### src/rtl/ssd_pkg.sv
// Shared types and constants for the SPI stepper-driver register model.
// Used by ssd_mem, ssd_core and the top level; depends on nothing else.
package ssd_pkg;

  localparam int unsigned REG_COUNT = 128;
  localparam int unsigned ADDR_W    = 7;
  localparam int unsigned DATA_W    = 32;
  localparam int unsigned FRAME_LEN = 5;

  localparam logic [1:0] REQ_SELECT = 2'd0;
  localparam logic [1:0] REQ_BYTE   = 2'd1;
  localparam logic [1:0] REQ_SUPPLY = 2'd2;
  localparam logic [1:0] REQ_ERROR  = 2'd3;

  localparam logic [ADDR_W-1:0] ADDR_STATUS  = 7'h01;
  localparam logic [ADDR_W-1:0] ADDR_VERSION = 7'h04;
  localparam logic [ADDR_W-1:0] ADDR_FIXED   = 7'h6F;

  localparam logic [DATA_W-1:0] VERSION_VALUE = 32'h1100_0000 | 32'h0000_0040;
  localparam logic [DATA_W-1:0] FIXED_VALUE   = 32'h8000_0000;

  localparam logic [3:0] POS_LIMIT = 4'd8;

  typedef struct packed {
    logic              we;
    logic              clear;
    logic [ADDR_W-1:0] waddr;
    logic [DATA_W-1:0] wdata;
    logic [ADDR_W-1:0] raddr;
  } mem_cmd_t;

  typedef struct packed {
    logic [7:0]        miso_byte;
    logic              frame_done;
    logic              frame_write;
    logic [ADDR_W-1:0] frame_address;
    logic [DATA_W-1:0] frame_value;
  } result_t;

endpackage

### src/rtl/ssd_mem.sv
// Register file storage: a single-port-write, registered-read memory.
// Per-entry valid flops make unwritten or cleared entries read as zero; uses ssd_pkg.
module ssd_mem #(
  parameter int unsigned RegCount = ssd_pkg::REG_COUNT
) (
  input  logic                       clk,
  input  logic                       rst_n,
  input  ssd_pkg::mem_cmd_t          cmd,
  output logic [ssd_pkg::DATA_W-1:0] rdata
);

  localparam int unsigned IdxW = $clog2(RegCount);

  logic [ssd_pkg::DATA_W-1:0] ram_r [RegCount];
  logic [ssd_pkg::DATA_W-1:0] ram_q_r;
  logic [IdxW-1:0]            raddr_q_r;
  logic [RegCount-1:0]        valid_r;
  logic [IdxW-1:0]            widx;
  logic [IdxW-1:0]            ridx;

  assign widx = cmd.waddr[IdxW-1:0];
  assign ridx = cmd.raddr[IdxW-1:0];

  always_ff @(posedge clk) begin
    if (cmd.we) begin
      ram_r[widx] <= cmd.wdata;
    end
    ram_q_r   <= ram_r[ridx];
    raddr_q_r <= ridx;
  end

  always_ff @(posedge clk) begin
    if (!rst_n) begin
      valid_r <= '0;
    end else if (cmd.clear) begin
      valid_r <= '0;
    end else if (cmd.we) begin
      valid_r[widx] <= 1'b1;
    end
  end

  assign rdata = valid_r[raddr_q_r] ? ram_q_r : '0;

endmodule

### src/rtl/ssd_core.sv
// Slave state and the single-pass request logic: select edges, byte shifting,
// supply changes and frame completion. Uses ssd_pkg; drives ssd_mem.
module ssd_core (
  input  logic                       clk,
  input  logic                       rst_n,
  input  logic                       fire,
  input  logic [1:0]                 req_type,
  input  logic                       level,
  input  logic [7:0]                 mosi_byte,
  input  logic [ssd_pkg::DATA_W-1:0] rf_rdata,
  output ssd_pkg::mem_cmd_t          mem_cmd,
  output ssd_pkg::result_t           result
);

  logic                       select_high_r, select_high_nxt;
  logic                       supply_on_r, supply_on_nxt;
  logic [1:0]                 fault_r, fault_nxt;
  logic [3:0]                 pos_r, pos_nxt;
  logic [7:0]                 recv_r  [ssd_pkg::FRAME_LEN];
  logic [7:0]                 reply_r [ssd_pkg::FRAME_LEN];
  logic [7:0]                 reply_nxt [ssd_pkg::FRAME_LEN];
  logic [ssd_pkg::DATA_W-1:0] pending_r, pending_nxt;
  logic                       recv_we;
  logic [2:0]                 pidx;
  logic [ssd_pkg::ADDR_W-1:0] addr;
  logic [ssd_pkg::DATA_W-1:0] wdata;
  logic                       in_frame;

  assign pidx     = pos_r[2:0];
  assign in_frame = (pos_r < 4'(ssd_pkg::FRAME_LEN));
  assign addr     = recv_r[0][ssd_pkg::ADDR_W-1:0];
  assign wdata    = {recv_r[1], recv_r[2], recv_r[3], recv_r[4]};

  always_comb begin
    select_high_nxt = select_high_r;
    supply_on_nxt   = supply_on_r;
    fault_nxt       = fault_r;
    pos_nxt         = pos_r;
    pending_nxt     = pending_r;
    for (int i = 0; i < ssd_pkg::FRAME_LEN; i++) begin
      reply_nxt[i] = reply_r[i];
    end
    recv_we       = 1'b0;
    mem_cmd       = '0;
    mem_cmd.raddr = addr;
    mem_cmd.waddr = addr;
    mem_cmd.wdata = wdata;
    result        = '0;

    case (req_type)
      ssd_pkg::REQ_SELECT: begin
        if (select_high_r && !level) begin
          pos_nxt      = '0;
          reply_nxt[0] = supply_on_r ? {7'b0, fault_r[0]} : 8'h00;
          reply_nxt[1] = pending_r[31:24];
          reply_nxt[2] = pending_r[23:16];
          reply_nxt[3] = pending_r[15:8];
          reply_nxt[4] = pending_r[7:0];
        end else if (!select_high_r && level && !in_frame) begin
          result.frame_done    = 1'b1;
          result.frame_address = addr;
          if (recv_r[0][7]) begin
            result.frame_write = 1'b1;
            result.frame_value = wdata;
            if (!supply_on_r) begin
              pending_nxt = '0;
            end else if (addr == ssd_pkg::ADDR_STATUS) begin
              fault_nxt   = fault_r & ~wdata[1:0];
              pending_nxt = rf_rdata;
            end else begin
              mem_cmd.we  = fire;
              pending_nxt = wdata;
            end
          end else begin
            if (!supply_on_r) begin
              pending_nxt = '0;
            end else if (addr == ssd_pkg::ADDR_STATUS) begin
              pending_nxt = {30'b0, fault_r};
              fault_nxt   = 2'b00;
            end else if (addr == ssd_pkg::ADDR_VERSION) begin
              pending_nxt = ssd_pkg::VERSION_VALUE;
            end else if (addr == ssd_pkg::ADDR_FIXED) begin
              pending_nxt = ssd_pkg::FIXED_VALUE;
            end else begin
              pending_nxt = rf_rdata;
            end
            result.frame_value = pending_nxt;
          end
        end
        select_high_nxt = level;
      end
      ssd_pkg::REQ_BYTE: begin
        if (!select_high_r) begin
          if (in_frame) begin
            recv_we          = fire;
            result.miso_byte = reply_r[pidx];
          end
          if (pos_r < ssd_pkg::POS_LIMIT) begin
            pos_nxt = pos_r + 4'd1;
          end
        end
      end
      ssd_pkg::REQ_SUPPLY: begin
        if (level && !supply_on_r) begin
          mem_cmd.clear = fire;
          fault_nxt     = 2'b01;
          pending_nxt   = '0;
          supply_on_nxt = 1'b1;
        end else if (!level) begin
          supply_on_nxt = 1'b0;
        end
      end
      ssd_pkg::REQ_ERROR: begin
        if (supply_on_r) begin
          fault_nxt = fault_r | 2'b10;
        end
      end
      default: begin
        select_high_nxt = select_high_r;
      end
    endcase
  end

  always_ff @(posedge clk) begin
    if (!rst_n) begin
      select_high_r <= 1'b1;
      supply_on_r   <= 1'b0;
      fault_r       <= 2'b00;
      pos_r         <= '0;
      pending_r     <= '0;
      for (int i = 0; i < ssd_pkg::FRAME_LEN; i++) begin
        reply_r[i] <= '0;
      end
    end else if (fire) begin
      select_high_r <= select_high_nxt;
      supply_on_r   <= supply_on_nxt;
      fault_r       <= fault_nxt;
      pos_r         <= pos_nxt;
      pending_r     <= pending_nxt;
      for (int i = 0; i < ssd_pkg::FRAME_LEN; i++) begin
        reply_r[i] <= reply_nxt[i];
      end
    end
  end

  always_ff @(posedge clk) begin
    if (recv_we) begin
      recv_r[pidx] <= mosi_byte;
    end
  end

endmodule

### src/rtl/spi_stepper_driver_register_model_top.sv
// An accepted request moves from the input register to the result register when the output
// is free or drained. Throughput: one request per cycle, unless the output stalls.
// The register file read is prefetched from the stored address byte each cycle.
// Reset: select high, supply off, status and counters cleared, pending read zero;
// the register file's valid flops clear at once, so no clearing pass is needed.
// Top level: input and output registers around ssd_core and ssd_mem (ssd_pkg).
module spi_stepper_driver_register_model_top #(
  parameter int unsigned RegCount = ssd_pkg::REG_COUNT
) (
  input  logic        clk,
  input  logic        rst_n,
  input  logic        in_tvalid,
  output logic        in_tready,
  input  logic [15:0] in_tdata,   // level [0], mosi_byte [8:1], zero fill [15:9]
  input  logic [1:0]  in_tuser,   // req_type [1:0]
  output logic        out_tvalid,
  input  logic        out_tready,
  output logic [47:0] out_tdata,  // miso_byte [7:0], frame_address [14:8],
                                  // frame_value [46:15], zero fill [47]
  output logic [1:0]  out_tuser   // frame_done [0], frame_write [1]
);

  logic                       s1_valid_r;
  logic [1:0]                 s1_type_r;
  logic                       s1_level_r;
  logic [7:0]                 s1_mosi_r;
  logic                       move;
  logic                       out_valid_r;
  ssd_pkg::result_t           out_res_r;
  ssd_pkg::result_t           result;
  ssd_pkg::mem_cmd_t          mem_cmd;
  logic [ssd_pkg::DATA_W-1:0] rf_rdata;

  assign move      = s1_valid_r && (!out_valid_r || out_tready);
  assign in_tready = !s1_valid_r || move;

  always_ff @(posedge clk) begin
    if (!rst_n) begin
      s1_valid_r  <= 1'b0;
      out_valid_r <= 1'b0;
    end else begin
      if (in_tready) begin
        s1_valid_r <= in_tvalid;
      end
      if (move) begin
        out_valid_r <= 1'b1;
      end else if (out_tready) begin
        out_valid_r <= 1'b0;
      end
    end
  end

  always_ff @(posedge clk) begin
    if (in_tready && in_tvalid) begin
      s1_type_r  <= in_tuser;
      s1_level_r <= in_tdata[0];
      s1_mosi_r  <= in_tdata[8:1];
    end
    if (move) begin
      out_res_r <= result;
    end
  end

  ssd_core u_core (
    .clk       (clk),
    .rst_n     (rst_n),
    .fire      (move),
    .req_type  (s1_type_r),
    .level     (s1_level_r),
    .mosi_byte (s1_mosi_r),
    .rf_rdata  (rf_rdata),
    .mem_cmd   (mem_cmd),
    .result    (result)
  );

  ssd_mem #(
    .RegCount (RegCount)
  ) u_mem (
    .clk   (clk),
    .rst_n (rst_n),
    .cmd   (mem_cmd),
    .rdata (rf_rdata)
  );

  assign out_tvalid = out_valid_r;
  assign out_tdata  = {1'b0, out_res_r.frame_value, out_res_r.frame_address,
                       out_res_r.miso_byte};
  assign out_tuser  = {out_res_r.frame_write, out_res_r.frame_done};

  a_done_no_reply: assert property (@(posedge clk) disable iff (!rst_n)
    out_tvalid && out_tuser[0] |-> out_tdata[7:0] == 8'h00)
    else $error("completed frame carries a reply byte");

  a_idle_frame_zero: assert property (@(posedge clk) disable iff (!rst_n)
    out_tvalid && !out_tuser[0] |-> out_tuser[1] == 1'b0 && out_tdata[47:8] == '0)
    else $error("frame fields set without a completed frame");

  a_stage_holds: assert property (@(posedge clk) disable iff (!rst_n)
    s1_valid_r && !move |=> s1_valid_r && $stable(s1_type_r) && $stable(s1_mosi_r))
    else $error("stalled request lost from the input register");

  a_mem_exclusive: assert property (@(posedge clk) disable iff (!rst_n)
    !(mem_cmd.we && mem_cmd.clear))
    else $error("register file written and cleared together");

endmodule
### config.mk
export PLATFORM = sky130hd
export DESIGN_NAME = spi_stepper_driver_register_model_top
export DESIGN_NICKNAME = d
export VERILOG_FILES = /design/src/rtl/ssd_pkg.sv /design/src/rtl/ssd_mem.sv /design/src/rtl/ssd_core.sv /design/src/rtl/spi_stepper_driver_register_model_top.sv
export SDC_FILE = /design/constraint.sdc
export NUM_CORES = 2
export LEC_CHECK = 0
export BUFFER_PORTS_ARGS = -buffer_cell sky130_fd_sc_hd__clkbuf_2
export CORE_AREA = 2 2 572 517
export DETAILED_ROUTE_END_ITERATION = 10
export DIE_AREA = 0 0 574 519
export PLACE_DENSITY = 0.72
export SLEW_MARGIN = 40
export SYNTH_ARGS = -nofsm -noshare
export SYNTH_HDL_FRONTEND = slang
export SYNTH_HIERARCHICAL = 1
export SYNTH_MEMORY_MAX_BITS = 65536
export SYNTH_SLANG_ARGS = --single-unit
### constraint.sdc
create_clock -name clk -period 17.81 [get_ports clk]
set_input_delay 0.8905 -clock clk [delete_from_list [all_inputs] [get_ports clk]]
set_output_delay 0.8905 -clock clk [all_outputs]
set_load 0.01 [all_outputs]
==> results.json <==
{
  "hpwl_um": 223000,
  "synth_edf_count": 4229,
  "rsz0062_at_grt": "false",
  "port_buffers": 65,
  "whs_ns": 0.158,
  "grt_start_max_net_pins": 133,
  "routed_wl_um": 428000,
  "grt_pass1_vias": 80900,
  "fin_skew_ns": 0.0592,
  "grt_first_pass_wirelength_um": 602000,
  "n_fill_cell": 18200,
  "hold_path_class": "input pin to flop",
  "overflow": 0,
  "wl_per_cell_um": 35.8,
  "status": "finished, final reports clean",
  "vdd_ir_drop_max_uv": 84.5,
  "post_cts_buffers": 0,
  "numCtsBuffers": 425,
  "root_buffer": "clkbuf_16",
  "synth_flop_cell": "edfxtp_1",
  "crit_arrival_ns": 6.51,
  "cts.clk_slew.worst_paths_ns": 0.06,
  "finalCriticalPeriod_ns": 5.73,
  "worstMarginPinSlew_ns": 0.966,
  "cp_common_cell": "buf_6",
  "timing.critical_path.buf_inv": 6,
  "synth_seq_cells": 4441,
  "insertion_delay_ns": 0.93,
  "slew_viol_final": 0,
  "path_max_fanout": 58,
  "fmax_mhz": 175,
  "cap_violations": 0,
  "total_power_mw": 20.2,
  "hold_viol": 0,
  "synth-async-reset-ratio_pct": 0,
  "start_util_pct": 57.6,
  "design.die.area_um2": 298000,
  "synth_warnings": 6,
  "cpPeakStageDelay_ns": 0.73,
  "cts_max_level": 5,
  "core_area_um2": 293000,
  "antenna_left": 0,
  "track_usage_pct": 28.6,
  "yosysUniqueCellTypes": 75,
  "critPathTopFamily": "buffers and inverters",
  "synth_area_per_cell_um2": 23.2,
  "fin_nets": 7694,
  "synth_area_um2": 169000,
  "slew_headroom_pct": 35.6,
  "cts-resized-gates": 0,
  "grt_antenna_before_repair": 31,
  "gp_congestion": 0.906,
  "die-height_um": 519,
  "yosysSeqAreaShare_pct": 77.8,
  "leakage_nw": 59.2,
  "drc": 0,
  "post-route-util_pct": 64.9,
  "crit_chain": "buf_4, buf_6, buf_6, buf_6, buf_12, buf_16, mux4_2, mux4_2, o22ai_1, a211oi_1",
  "vias_per_cell": 6.85,
  "area_growth_pct": 12.7,
  "period_share_pct": 32.2,
  "finalSetupViolations": 0,
  "dieWidth_um": 574,
  "hold_buffers": 0,
  "num_rows": 189,
  "cts.sinks": 4441,
  "synth_cells": 7273,
  "synthesis.nets": 7297,
  "start_kind": "flop",
  "tns_ns": 0,
  "end_kind": "flop",
  "crit_required_ns": 18.58,
  "pin_count": 74,
  "cts_tree": "built",
  "dr.pass1.iters": 6,
  "drive_gt1_share_pct": 31.9,
  "worst-setup-path-type": "flop to flop",
  "via_count": 81800,
  "clockBufferDepth": 4,
  "cp_slowest_cell": "o22ai_1",
  "power_density_nw_per_um2": 107,
  "drt_iter0_drc": 13500
}
## registers in the layout, summed over array words and instances, names as in the netlist, named ones only
name,count
s1_level_r,1
u_mem/valid_r,128
u_core/pending_r,32
u_mem/raddr_q_r,7
u_core/fault_r,2
out_tuser,2
out_tvalid,1
u_mem/ram_r,4096
u_mem/ram_q_r,32
u_core/recv_r,40
s1_mosi_r,8
u_core/pos_r,4
s1_type_r,2
out_tdata,47
u_core/select_high_r,1
u_core/supply_on_r,1
s1_valid_r,1
u_core/reply_r,33
## cells by family (layout without fill, tap and decap cells)
family	after synthesis	in the layout	synth area share [%]
fa+ha+maj	2	2	0.0148
mux	1373	1373	17.6
xor+xnor	3	3	0.0156
simple gates	648	648	1.71
buf+inv	424	1175	1.16
other cells	1	3	0.00222
flops	4441	4441	77.8
compound gates	381	381	1.65
## layout by cell type, fill, tap and decap left out, types with 10 or more instances in the layout
cell type,n
edfxtp_1,4229
mux4_2,1271
clkbuf_16,435
nor2_1,296
buf_4,255
dfxtp_1,210
nor2_4,130
clkinv_2,94
a22oi_1,90
clkinv_1,88
clkbuf_1,74
mux2_2,74
clkbuf_2,65
nand2_1,64
o22ai_1,52
a21oi_1,47
bufinv_16,44
and2_1,43
a211oi_1,36
buf_6,30
mux2i_1,28
a22o_1,26
a21o_1,26
a21boi_1,21
clkinvlp_4,20
buf_12,17
nand3_1,16
nor2b_1,15
a22oi_2,14
o22ai_2,13
a21boi_2,10
## cell type report
type / instances / area, um2 / share of cell area, %
Timing Repair Buffer: 385 / 3310 / 1.74
Antenna cell: 2 / 5.00 / 0.00263
Tap cell: 3915 / 4900 / 2.58
Multi-Input combinational cell: 2408 / 36700 / 19.3
Clock buffer: 514 / 11200 / 5.90
Sequential cell: 4441 / 131000 / 69.1
Clock inverter: 267 / 2580 / 1.36
Inverter: 9 / 33.8 / 0.0178
## through the flow
stage | std cells | worst slack [ns] | area, um2
floorplan | 7273 | 11.05 | 169000
global placement | 11100 | 11.30 | 175000
detailed placement | 11100 | 11.74 | 176000
CTS | 11900 | 11.74 | 190000
global route | 11900 | 11.65 | 190000
finish | 11900 | 12.08 | 190000
## path summary, 6_finish.rpt
check,startpoint,end,slack [ns],depth (start not counted)
max,u_core/recv_r[0][0]$_DFFE_PP_,u_mem/ram_q_r[29]$_DFF_P_,12.08,10
min reg2reg,u_core/pending_r[6]$_SDFFE_PN0P_,u_core/pending_r[6]$_SDFFE_PN0P_,0.47,1
min,in_tdata[4],s1_mosi_r[3]$_DFFE_PP_,0.16,1
max reg2reg,u_core/recv_r[0][0]$_DFFE_PP_,u_mem/ram_q_r[29]$_DFF_P_,12.08,10
## cells in the mapped netlist, drive strengths merged (3+ instances only)
library cell,number,area (um2)
o211ai,6,45.0
clkbuf,204,766
o21ai,5,25.0
o21a,9,67.6
a21oi,48,240
nor2,428,1610
mux2i,28,280
and2,43,269
mux2,74,833
nand4,6,37.5
inv,9,33.8
mux4,1271,28600
a21boi,33,285
or3b,5,43.8
nand3,21,105
nor3,9,50.1
edfxtp,4229,127000
or3,5,31.3
a221o,4,40.0
nor2b,19,126
a32o,4,40.0
nor4b,3,26.3
nand2b,10,62.6
a211oi,38,303
a22o,26,228
o22ai,65,407
dfxtp,212,4240
nand4b,3,26.3
and3,7,43.8
a22oi,104,781
a21o,26,195
nand3b,6,57.6
or2,7,43.8
nand2,64,240
buf,211,1150
## power breakdown
group / leakage [nW] / switching (mW) / internal (mW)
clock: 6.74 / 3.81 / 5.12
combinational: 12.7 / 0.0285 / 0.0147
sequential: 39.8 / 0.00680 / 11.3
total: 59.2 / 3.85 / 16.4
## layer usage
layer | routed length (um) | vias up | GRT usage, %
met5 | 132 | - | 0
met4 | 16300 | 20 | 9.78
met3 | 52900 | 801 | 6.78
met2 | 200000 | 5717 | 43.4
met1 | 158000 | 43500 | 41.7
li1 | - | 31700 | -
Note: power is estimated with default switching activity, not from simulation.
